### config.mk
export PLATFORM = sky130hd
export DESIGN_NAME = positional_array_list_core
export DESIGN_NICKNAME = d
export VERILOG_FILES = /design/src/rtl/core/pal_pkg.sv /design/src/rtl/core/pal_cell.sv /design/src/rtl/core/positional_array_list_core.sv
export SDC_FILE = /design/constraint.sdc
export NUM_CORES = 1
export LEC_CHECK = 0
export BUFFER_PORTS_ARGS = -buffer_cell sky130_fd_sc_hd__buf_2
export CAP_MARGIN = 20
export CORE_ASPECT_RATIO = 1.1
export CORE_UTILIZATION = 47
export CTS_CLUSTER_SIZE = 12
export DETAILED_ROUTE_END_ITERATION = 16
export PLACE_DENSITY = 0.73
export SLEW_MARGIN = 25
export SYNTH_ARGS = -nofsm -noshare
export SYNTH_HDL_FRONTEND = slang
export SYNTH_SLANG_ARGS = --single-unit
### constraint.sdc
create_clock -name clk -period 4.81 [get_ports clk]
set_input_delay 0 -clock clk [delete_from_list [all_inputs] [get_ports clk]]
set_output_delay 0 -clock clk [all_outputs]
set_load 0.03 [all_outputs]
### src/rtl/core/pal_pkg.sv
package pal_pkg;

	typedef enum logic [2:0] {
		ACT_INSERT    = 3'd0,
		ACT_ERASE     = 3'd1,
		ACT_POP       = 3'd2,
		ACT_OVERWRITE = 3'd3,
		ACT_READ      = 3'd4,
		ACT_CLEAR     = 3'd5
	} action_t;

	typedef enum logic [1:0] {
		ST_OK     = 2'd0,
		ST_FULL   = 2'd1,
		ST_BADPOS = 2'd2,
		ST_EMPTY  = 2'd3
	} status_t;

	// per-cell update select
	typedef enum logic [1:0] {
		CELL_HOLD       = 2'd0,
		CELL_LOAD       = 2'd1,
		CELL_TAKE_LEFT  = 2'd2,
		CELL_TAKE_RIGHT = 2'd3
	} cell_op_t;

endpackage

### src/rtl/core/pal_cell.sv
module pal_cell import pal_pkg::*; #(
	parameter int WORD_BITS = 32
) (
	input  logic                 clk,
	input  cell_op_t             op,
	input  logic [WORD_BITS-1:0] load_word,
	input  logic [WORD_BITS-1:0] left_word,
	input  logic [WORD_BITS-1:0] right_word,
	output logic [WORD_BITS-1:0] word
);

	logic [WORD_BITS-1:0] word_q;

	always_ff @(posedge clk) begin
		case (op)
			CELL_LOAD:       word_q <= load_word;
			CELL_TAKE_LEFT:  word_q <= left_word;
			CELL_TAKE_RIGHT: word_q <= right_word;
			default:         word_q <= word_q;
		endcase
	end

	assign word = word_q;

endmodule

### src/rtl/core/positional_array_list_core.sv
// Bounded ordered list of data words built as a row of DEPTH word cells.
// Entries 0 .. entry_count-1 are valid. Each input transfer carries one action:
// insert (shifts later entries up, position clamped to the end, refused with
// a full status when the list holds min(capacity_limit, DEPTH) entries),
// erase (shifts later entries down), pop of the last entry, overwrite, read
// and clear. Every input transfer yields exactly one output transfer with the
// popped or read word (zero otherwise), the count after the action, an empty
// flag and a status. Throughput is one item per clock while out_ready is high:
// every cell compares its own index with the position and shifts or loads in
// the same cycle, so the next item sees the updated list right away. There is
// a single result register: a new item is taken in the same cycle the held
// result is taken, and while a result waits with out_ready low, in_ready stays
// low. capacity_limit must be written through cfg_we / cfg_data only while the
// block is idle; the block does not enforce this. Lowering it below the count
// drops the entries above it. Stored words reset to nothing defined; the count
// resets to zero and capacity_limit to 16.
module positional_array_list_core import pal_pkg::*; #(
	parameter int DEPTH     = 16,
	parameter int WORD_BITS = 32
) (
	input  logic        clk,
	input  logic        arst_n,
	// input channel
	input  logic        in_valid,
	output logic        in_ready,
	input  logic [2:0]  action,
	input  logic [3:0]  position,
	input  logic [31:0] value_in,
	// result channel
	output logic        out_valid,
	input  logic        out_ready,
	output logic [31:0] value_out,
	output logic [4:0]  entry_count,
	output logic        is_empty,
	output logic [1:0]  status,
	// capacity register
	input  logic        cfg_we,
	input  logic [4:0]  cfg_data
);

	localparam int CW   = $clog2(DEPTH + 1);    // count width
	localparam int CMPW = (CW > 5) ? CW : 5;    // compare width
	localparam int AW   = $clog2(DEPTH);        // cell index width
	localparam logic [CMPW-1:0] DEPTH_C = CMPW'(DEPTH);

	// state
	logic [CW-1:0]        count_q;
	logic [4:0]           cap_q;

	// result register
	logic                 out_valid_q;
	logic [31:0]          value_out_q;
	logic [4:0]           entry_count_q;
	logic                 is_empty_q;
	status_t              status_q;

	// cell row
	cell_op_t             cell_op [DEPTH];
	logic [WORD_BITS-1:0] cell_word [DEPTH];
	logic [WORD_BITS-1:0] left_w [DEPTH];
	logic [WORD_BITS-1:0] right_w [DEPTH];
	logic [WORD_BITS-1:0] load_w;

	logic                 accept;
	logic [CMPW-1:0]      count_x, cnt_m1, pos_x, pos_eff, ucap, cfg_ucap;
	logic                 full, has_any, pos_in;
	logic [CMPW-1:0]      count_nx;
	status_t              status_nx;
	logic                 rd_en;
	logic [CMPW-1:0]      rd_sel;
	logic [AW-1:0]        rd_idx;
	logic [31:0]          value_nx;

	assign in_ready = !out_valid_q || out_ready;
	assign accept   = in_valid && in_ready;
	assign load_w   = WORD_BITS'(value_in);

	// shared compares, done once and broadcast along the row
	always_comb begin
		count_x = CMPW'(count_q);
		cnt_m1  = count_x - CMPW'(1);
		pos_x   = CMPW'(position);
		ucap    = (CMPW'(cap_q) > DEPTH_C) ? DEPTH_C : CMPW'(cap_q);
		full    = count_x >= ucap;
		has_any = count_x != '0;
		pos_in  = pos_x < count_x;
		pos_eff = (pos_x > count_x) ? count_x : pos_x;
	end

	// next count, status and read select
	always_comb begin
		count_nx  = count_x;
		status_nx = ST_OK;
		rd_en     = 1'b0;
		rd_sel    = pos_x;
		case (action)
			ACT_INSERT: begin
				if (full) status_nx = ST_FULL;
				else      count_nx  = count_x + CMPW'(1);
			end
			ACT_ERASE: begin
				if (!has_any)     status_nx = ST_EMPTY;
				else if (!pos_in) status_nx = ST_BADPOS;
				else              count_nx  = cnt_m1;
			end
			ACT_POP: begin
				if (!has_any) begin
					status_nx = ST_EMPTY;
				end else begin
					count_nx = cnt_m1;
					rd_en    = 1'b1;
					rd_sel   = cnt_m1;
				end
			end
			ACT_OVERWRITE: begin
				if (!pos_in) status_nx = ST_BADPOS;
			end
			ACT_READ: begin
				if (!pos_in) status_nx = ST_BADPOS;
				else         rd_en     = 1'b1;
			end
			ACT_CLEAR: count_nx = '0;
			default: ;
		endcase
	end

	assign rd_idx   = rd_sel[AW-1:0];
	assign value_nx = rd_en ? 32'(cell_word[rd_idx]) : 32'd0;

	// the cell row: each cell decides its own move from its index
	for (genvar i = 0; i < DEPTH; i++) begin : g_cell
		localparam logic [CMPW-1:0] IDX = CMPW'(i);

		if (i == 0) begin : g_first
			assign left_w[i] = cell_word[i];
		end else begin : g_left
			assign left_w[i] = cell_word[i-1];
		end

		if (i == DEPTH - 1) begin : g_last
			assign right_w[i] = cell_word[i];
		end else begin : g_right
			assign right_w[i] = cell_word[i+1];
		end

		always_comb begin
			cell_op[i] = CELL_HOLD;
			if (accept) begin
				case (action)
					ACT_INSERT: begin
						if (!full) begin
							if (IDX == pos_eff)
								cell_op[i] = CELL_LOAD;
							else if (IDX > pos_eff && IDX <= count_x)
								cell_op[i] = CELL_TAKE_LEFT;
						end
					end
					ACT_ERASE: begin
						if (has_any && pos_in && IDX >= pos_x && IDX < cnt_m1)
							cell_op[i] = CELL_TAKE_RIGHT;
					end
					ACT_OVERWRITE: begin
						if (pos_in && IDX == pos_x)
							cell_op[i] = CELL_LOAD;
					end
					default: ;
				endcase
			end
		end

		pal_cell #(
			.WORD_BITS (WORD_BITS)
		) u_cell (
			.clk        (clk),
			.op         (cell_op[i]),
			.load_word  (load_w),
			.left_word  (left_w[i]),
			.right_word (right_w[i]),
			.word       (cell_word[i])
		);
	end

	// capacity after a register write, saturated to the built depth
	assign cfg_ucap = (CMPW'(cfg_data) > DEPTH_C) ? DEPTH_C : CMPW'(cfg_data);

	always_ff @(posedge clk or negedge arst_n) begin
		if (!arst_n) begin
			count_q <= '0;
			cap_q   <= 5'd16;
		end else if (cfg_we) begin
			cap_q <= cfg_data;
			if (count_x > cfg_ucap)
				count_q <= cfg_ucap[CW-1:0];
		end else if (accept) begin
			count_q <= count_nx[CW-1:0];
		end
	end

	always_ff @(posedge clk or negedge arst_n) begin
		if (!arst_n) begin
			out_valid_q <= 1'b0;
		end else if (accept) begin
			out_valid_q <= 1'b1;
		end else if (out_ready) begin
			out_valid_q <= 1'b0;
		end
	end

	always_ff @(posedge clk) begin
		if (accept) begin
			value_out_q   <= value_nx;
			entry_count_q <= count_nx[4:0];
			is_empty_q    <= count_nx == '0;
			status_q      <= status_nx;
		end
	end

	assign out_valid   = out_valid_q;
	assign value_out   = value_out_q;
	assign entry_count = entry_count_q;
	assign is_empty    = is_empty_q;
	assign status      = status_q;

endmodule

==> results.tsv <==
stage	metric	value	unit
synthesis	post-synthesis mux area share	29.7	%
clocking	H-tree depth	2	
status	status	complete, no violations	
synthesis	Synth top area share	48.7	%
synthesis	Mapped Cells	2663	
power_and_ir_drop	switching share of power	32.5	%
global_routing	GR Util All Layers	30.8	%
synthesis	Post-synth EDFFs	552	
worst_setup_path	critical path launch point type	flop	
sta	Fin Setup TNS	0	ns
synthesis	Seq cells post-synth	563	
worst_setup_path	CP most frequent cell	mux2_2	
detailed_routing	vias	25600	
clocking	CTS-repair resized insts	0	
worst_setup_path	crit path capture	g_cell[4].u_cell.word[30]	
synthesis	async set or reset register ratio after synthesis	1.95	%
clocking	# hold bufs at CTS	52	
synthesis	synth unique cells	83	
global_routing	pin count of the biggest net entering global routing	65	
sta	fin crit share	92.1	%
global_routing	GRT Max-Usage Layer	met2	
placed_design	Area after DPL	0.0362	mm^2
global_routing	fraction of met1 tracks used by global routing	39.9	%
worst_setup_path	WS Path Type	reg -> reg	
sta	final hold vios	0	
synthesis	Yosys warnings	0	
cells_and_area	Seq. cell area	0.0169	mm^2
sta	minimum clock period	4.43	ns
worst_setup_path	crit path capture type	flop	
global_routing	gr ovfl total	0	
synthesis	Netlist Area Pre-Place	0.0340	mm^2
worst_setup_path	Crit-path slowest cell	ha_1	
clocking	Clock Path Buffers	3	
worst_hold_path	min-delay src	out_ready	
power_and_ir_drop	VDD IR-drop max	0.302	mV
global_routing	vias in the first global route	25800	
clocking	worst skew pair latency	0.65	ns
placed_design	hpwl dp	64000	um
synthesis	largest family of logic cells by synthesized area	multiplexers	
global_routing	first-pass GRT wire length	168000	um
clocking	CTS clk-pin slew, worst paths	0.06	ns
cells_and_area	layout cell share with drive strength beyond 1	29.9	%
floorplan	total die area	0.0735	mm^2
sta	clk_skew	0.0323	ns
worst_setup_path	slowest stage delay, CP	0.80	ns
sta	hold slack	0.188	ns
clocking	CTS tree	built	
placed_design	# port buffers	90	
power_and_ir_drop	Clk pwr share	31.8	%
detailed_routing	drt first pass iters	8	
clocking	Setup Fix Bufs, Post-CTS	0	
detailed_routing	# DRC	0	
worst_setup_path	Data arrival, critical path	4.80	ns
power_and_ir_drop	Lkg Pwr	13.6	nW
synthesis	sequential area share after synthesis	49.5	%
job	maxcap violations	0	
clocking	Root Driver	clkbuf_16	
cells_and_area	multi-input logic area	0.0163	mm^2
synthesis	Mean Syn Cell Area	12.8	um^2
synthesis	syn_nets	2732	
synthesis	ys flop type	edfxtp_1	
clocking	Sink Count	563	
floorplan	chip height	284	um
worst_setup_path	FF-to-FF Start	count_q[0]	
detailed_routing	detail-routed via count per cell	6.87	
sta	RSZ-0062 raised after global routing	false	
sta	max-slew violations	0	
synthesis	Synth area leaders	edfxtp_1, mux2_2, mux4_2	
worst_setup_path	worst reg-to-reg path cell count	10	
synthesis	xor and xnor area share after synthesis	0.0257	%
floorplan	# IOs	91	
synthesis	adder-cell share of the synthesized area	0.736	%
worst_setup_path	Setup crit start	count_q[0]	
worst_setup_path	worst r2r dst	g_cell[4].u_cell.word[30]	
worst_setup_path	Max Fanout on Critical Path	22	
floorplan	die width	259	um
cells_and_area	final instance area	0.0385	mm^2
power_and_ir_drop	Comb pwr share	27.4	%
power_and_ir_drop	net switching power	0.00457	W
worst_setup_path	Critical Path, Cell by Cell	inv_1, ha_1, and2_1, o221ai_1, a21oi_1, o31a_1, o21a_2, buf_12, mux2_2, mux2_2	
worst_hold_path	hold crit path type	in -> reg	
sta	setup violators final	0	
global_routing	met2 global-route usage	48.9	%
placed_design	gpl congestion	0.947	
power_and_ir_drop	Flop pwr share	40.8	%
sta	Worst-Margin Slew	1.08	ns
cells_and_area	P&R area growth vs syn	13.2	%
sta	fmax	226	MHz
clocking	CTS buffer count	59	
cells_and_area	FILL cells	5941	
synthesis	post-synth top area cell	edfxtp_1	
sta	relative slew slack	28.0	%
power_and_ir_drop	Power Internal	0.00950	W
floorplan	CORE AREA	0.0717	mm^2
detailed_routing	WL/cell	30.7	um
synthesis	area share of and/or/nand/nor cells after synthesis	6.15	%
synthesis	Synth Area in Compound Gates	10.2	%
detailed_routing	Final ANT Viol Nets	0	
global_routing	initial antenna violation count	0	
worst_setup_path	reg2reg setup slack	0.38	ns
worst_setup_path	critical path data required time	5.18	ns
floorplan	Starting Density	47.5	%
floorplan	FP Rows	103	
global_routing	Global Route met3 Usage	5.90	%
power_and_ir_drop	Pwr Density	365	mW/mm^2
detailed_routing	Starting DRT DRC Count	3695	
cells_and_area	post-layout util	53.7	%
detailed_routing	total wire length	114000	um
cells_and_area	Final nets	2801	
## state kept, by name, summed over array words and instances, names as in the netlist
| name | count |
|---|---|
| g_cell.u_cell.word | 512 |
| value_out | 32 |
| cap_q | 5 |
| count_q | 5 |
| entry_count | 5 |
| status | 2 |
| is_empty | 1 |
| out_valid | 1 |
## per-stage QoR
step           setup WS, ns  total power (W)  cells
4_1_cts               0.514           0.0140   3724
5_1_grt               0.321           0.0144   3724
6_report              0.379           0.0141   3725
2_1_floorplan        0.0270          0.00829   2663
3_3_place_gp          0.573          0.00947   3564
3_5_place_dp          0.552          0.00953   3564
## placed cells by master, fill, tap and decap left out, types with 52 or more instances in the layout
cell,netlist,routed
nand2_1,216,216
buf_2,95,90
o21ai_0,93,92
dlygate4sd3_1,0,52
a22oi_1,78,78
edfxtp_1,552,552
mux2i_1,274,274
mux4_2,128,128
mux2_2,366,366
clkbuf_16,0,60
a21oi_1,136,123
nor2_1,171,159
buf_4,21,66
## area by class of cell
| class | count | area share [%] |
|---|---|---|
| diodes | 1 | 0.00650 |
| clock buffers | 83 | 4.15 |
| clock inverters | 25 | 0.595 |
| inverters | 27 | 0.263 |
| multi-input cells | 1836 | 42.4 |
| flip-flops and latches | 563 | 43.8 |
| well taps | 945 | 3.07 |
| repair buffers | 245 | 5.73 |
## power groups by stage
| stage | sequential [W] | combinational [W] | clock (W) |
|---|---|---|---|
| floorplan | 0.00589 | 0.00240 | 0 |
| global placement | 0.00583 | 0.00364 | 0 |
| detailed placement | 0.00584 | 0.00369 | 0 |
| CTS | 0.00574 | 0.00375 | 0.00448 |
| global route | 0.00575 | 0.00404 | 0.00465 |
| finish | 0.00574 | 0.00385 | 0.00447 |
## logic make-up (layout without fill, tap and decap cells)
group	Yosys count	count (layout)
compound gates	526	526
xor+xnor	1	1
fa+ha+maj	20	20
buf+inv	264	380
flops	563	563
mux	799	799
other cells	0	1
simple gates	490	490
## worst min-delay path by stage
stage	end	slack, ns	cells after the start
2_1_floorplan	cap_q[0]	-0.30	0
3_3_place_gp	out_valid	-0.11	1
3_5_place_dp	out_valid	-0.11	1
4_1_cts	count_q[2]	0.18	6
5_1_grt	count_q[2]	0.25	6
6_report	count_q[2]	0.19	6
## routing by layer
| metal | wire length [um] | share of wire [%] |
|---|---|---|
| met5 | 0 | 0 |
| met4 | 7000 | 6.1 |
| met3 | 13200 | 12 |
| met2 | 52600 | 46 |
| met1 | 41500 | 36 |
## cell usage after synthesis, drive strengths merged (5+ instances only)
cell type,instances
o21ai,105
and2,6
a31oi,48
nor2,171
inv,17
mux2i,274
a22o,25
clkbuf,105
a21oi,140
or3,10
and3,6
nor2b,14
nand2b,11
edfxtp,552
nand3,16
mux4,128
a21o,31
dfrtp,10
nor3,14
o21a,6
ha,20
clkinv,10
o211ai,12
o221ai,5
buf,132
o31ai,14
mux2,397
a22oi,79
o31a,5
or2,6
nand4,7
a211oi,8
nand2,216
## critical path: cells and delay by family (launching register included)
| kind | cells | cell delay [ns] |
|---|---|---|
| DFF | 1 | 0.44 |
| buffers and inverters | 2 | 0.57 |
| AOI/OAI and AO/OA | 4 | 1.24 |
| adders and majority gates | 1 | 0.80 |
| muxes | 2 | 0.64 |
| and+or+nand+nor | 1 | 0.44 |
(Power assumes the default switching activity.)
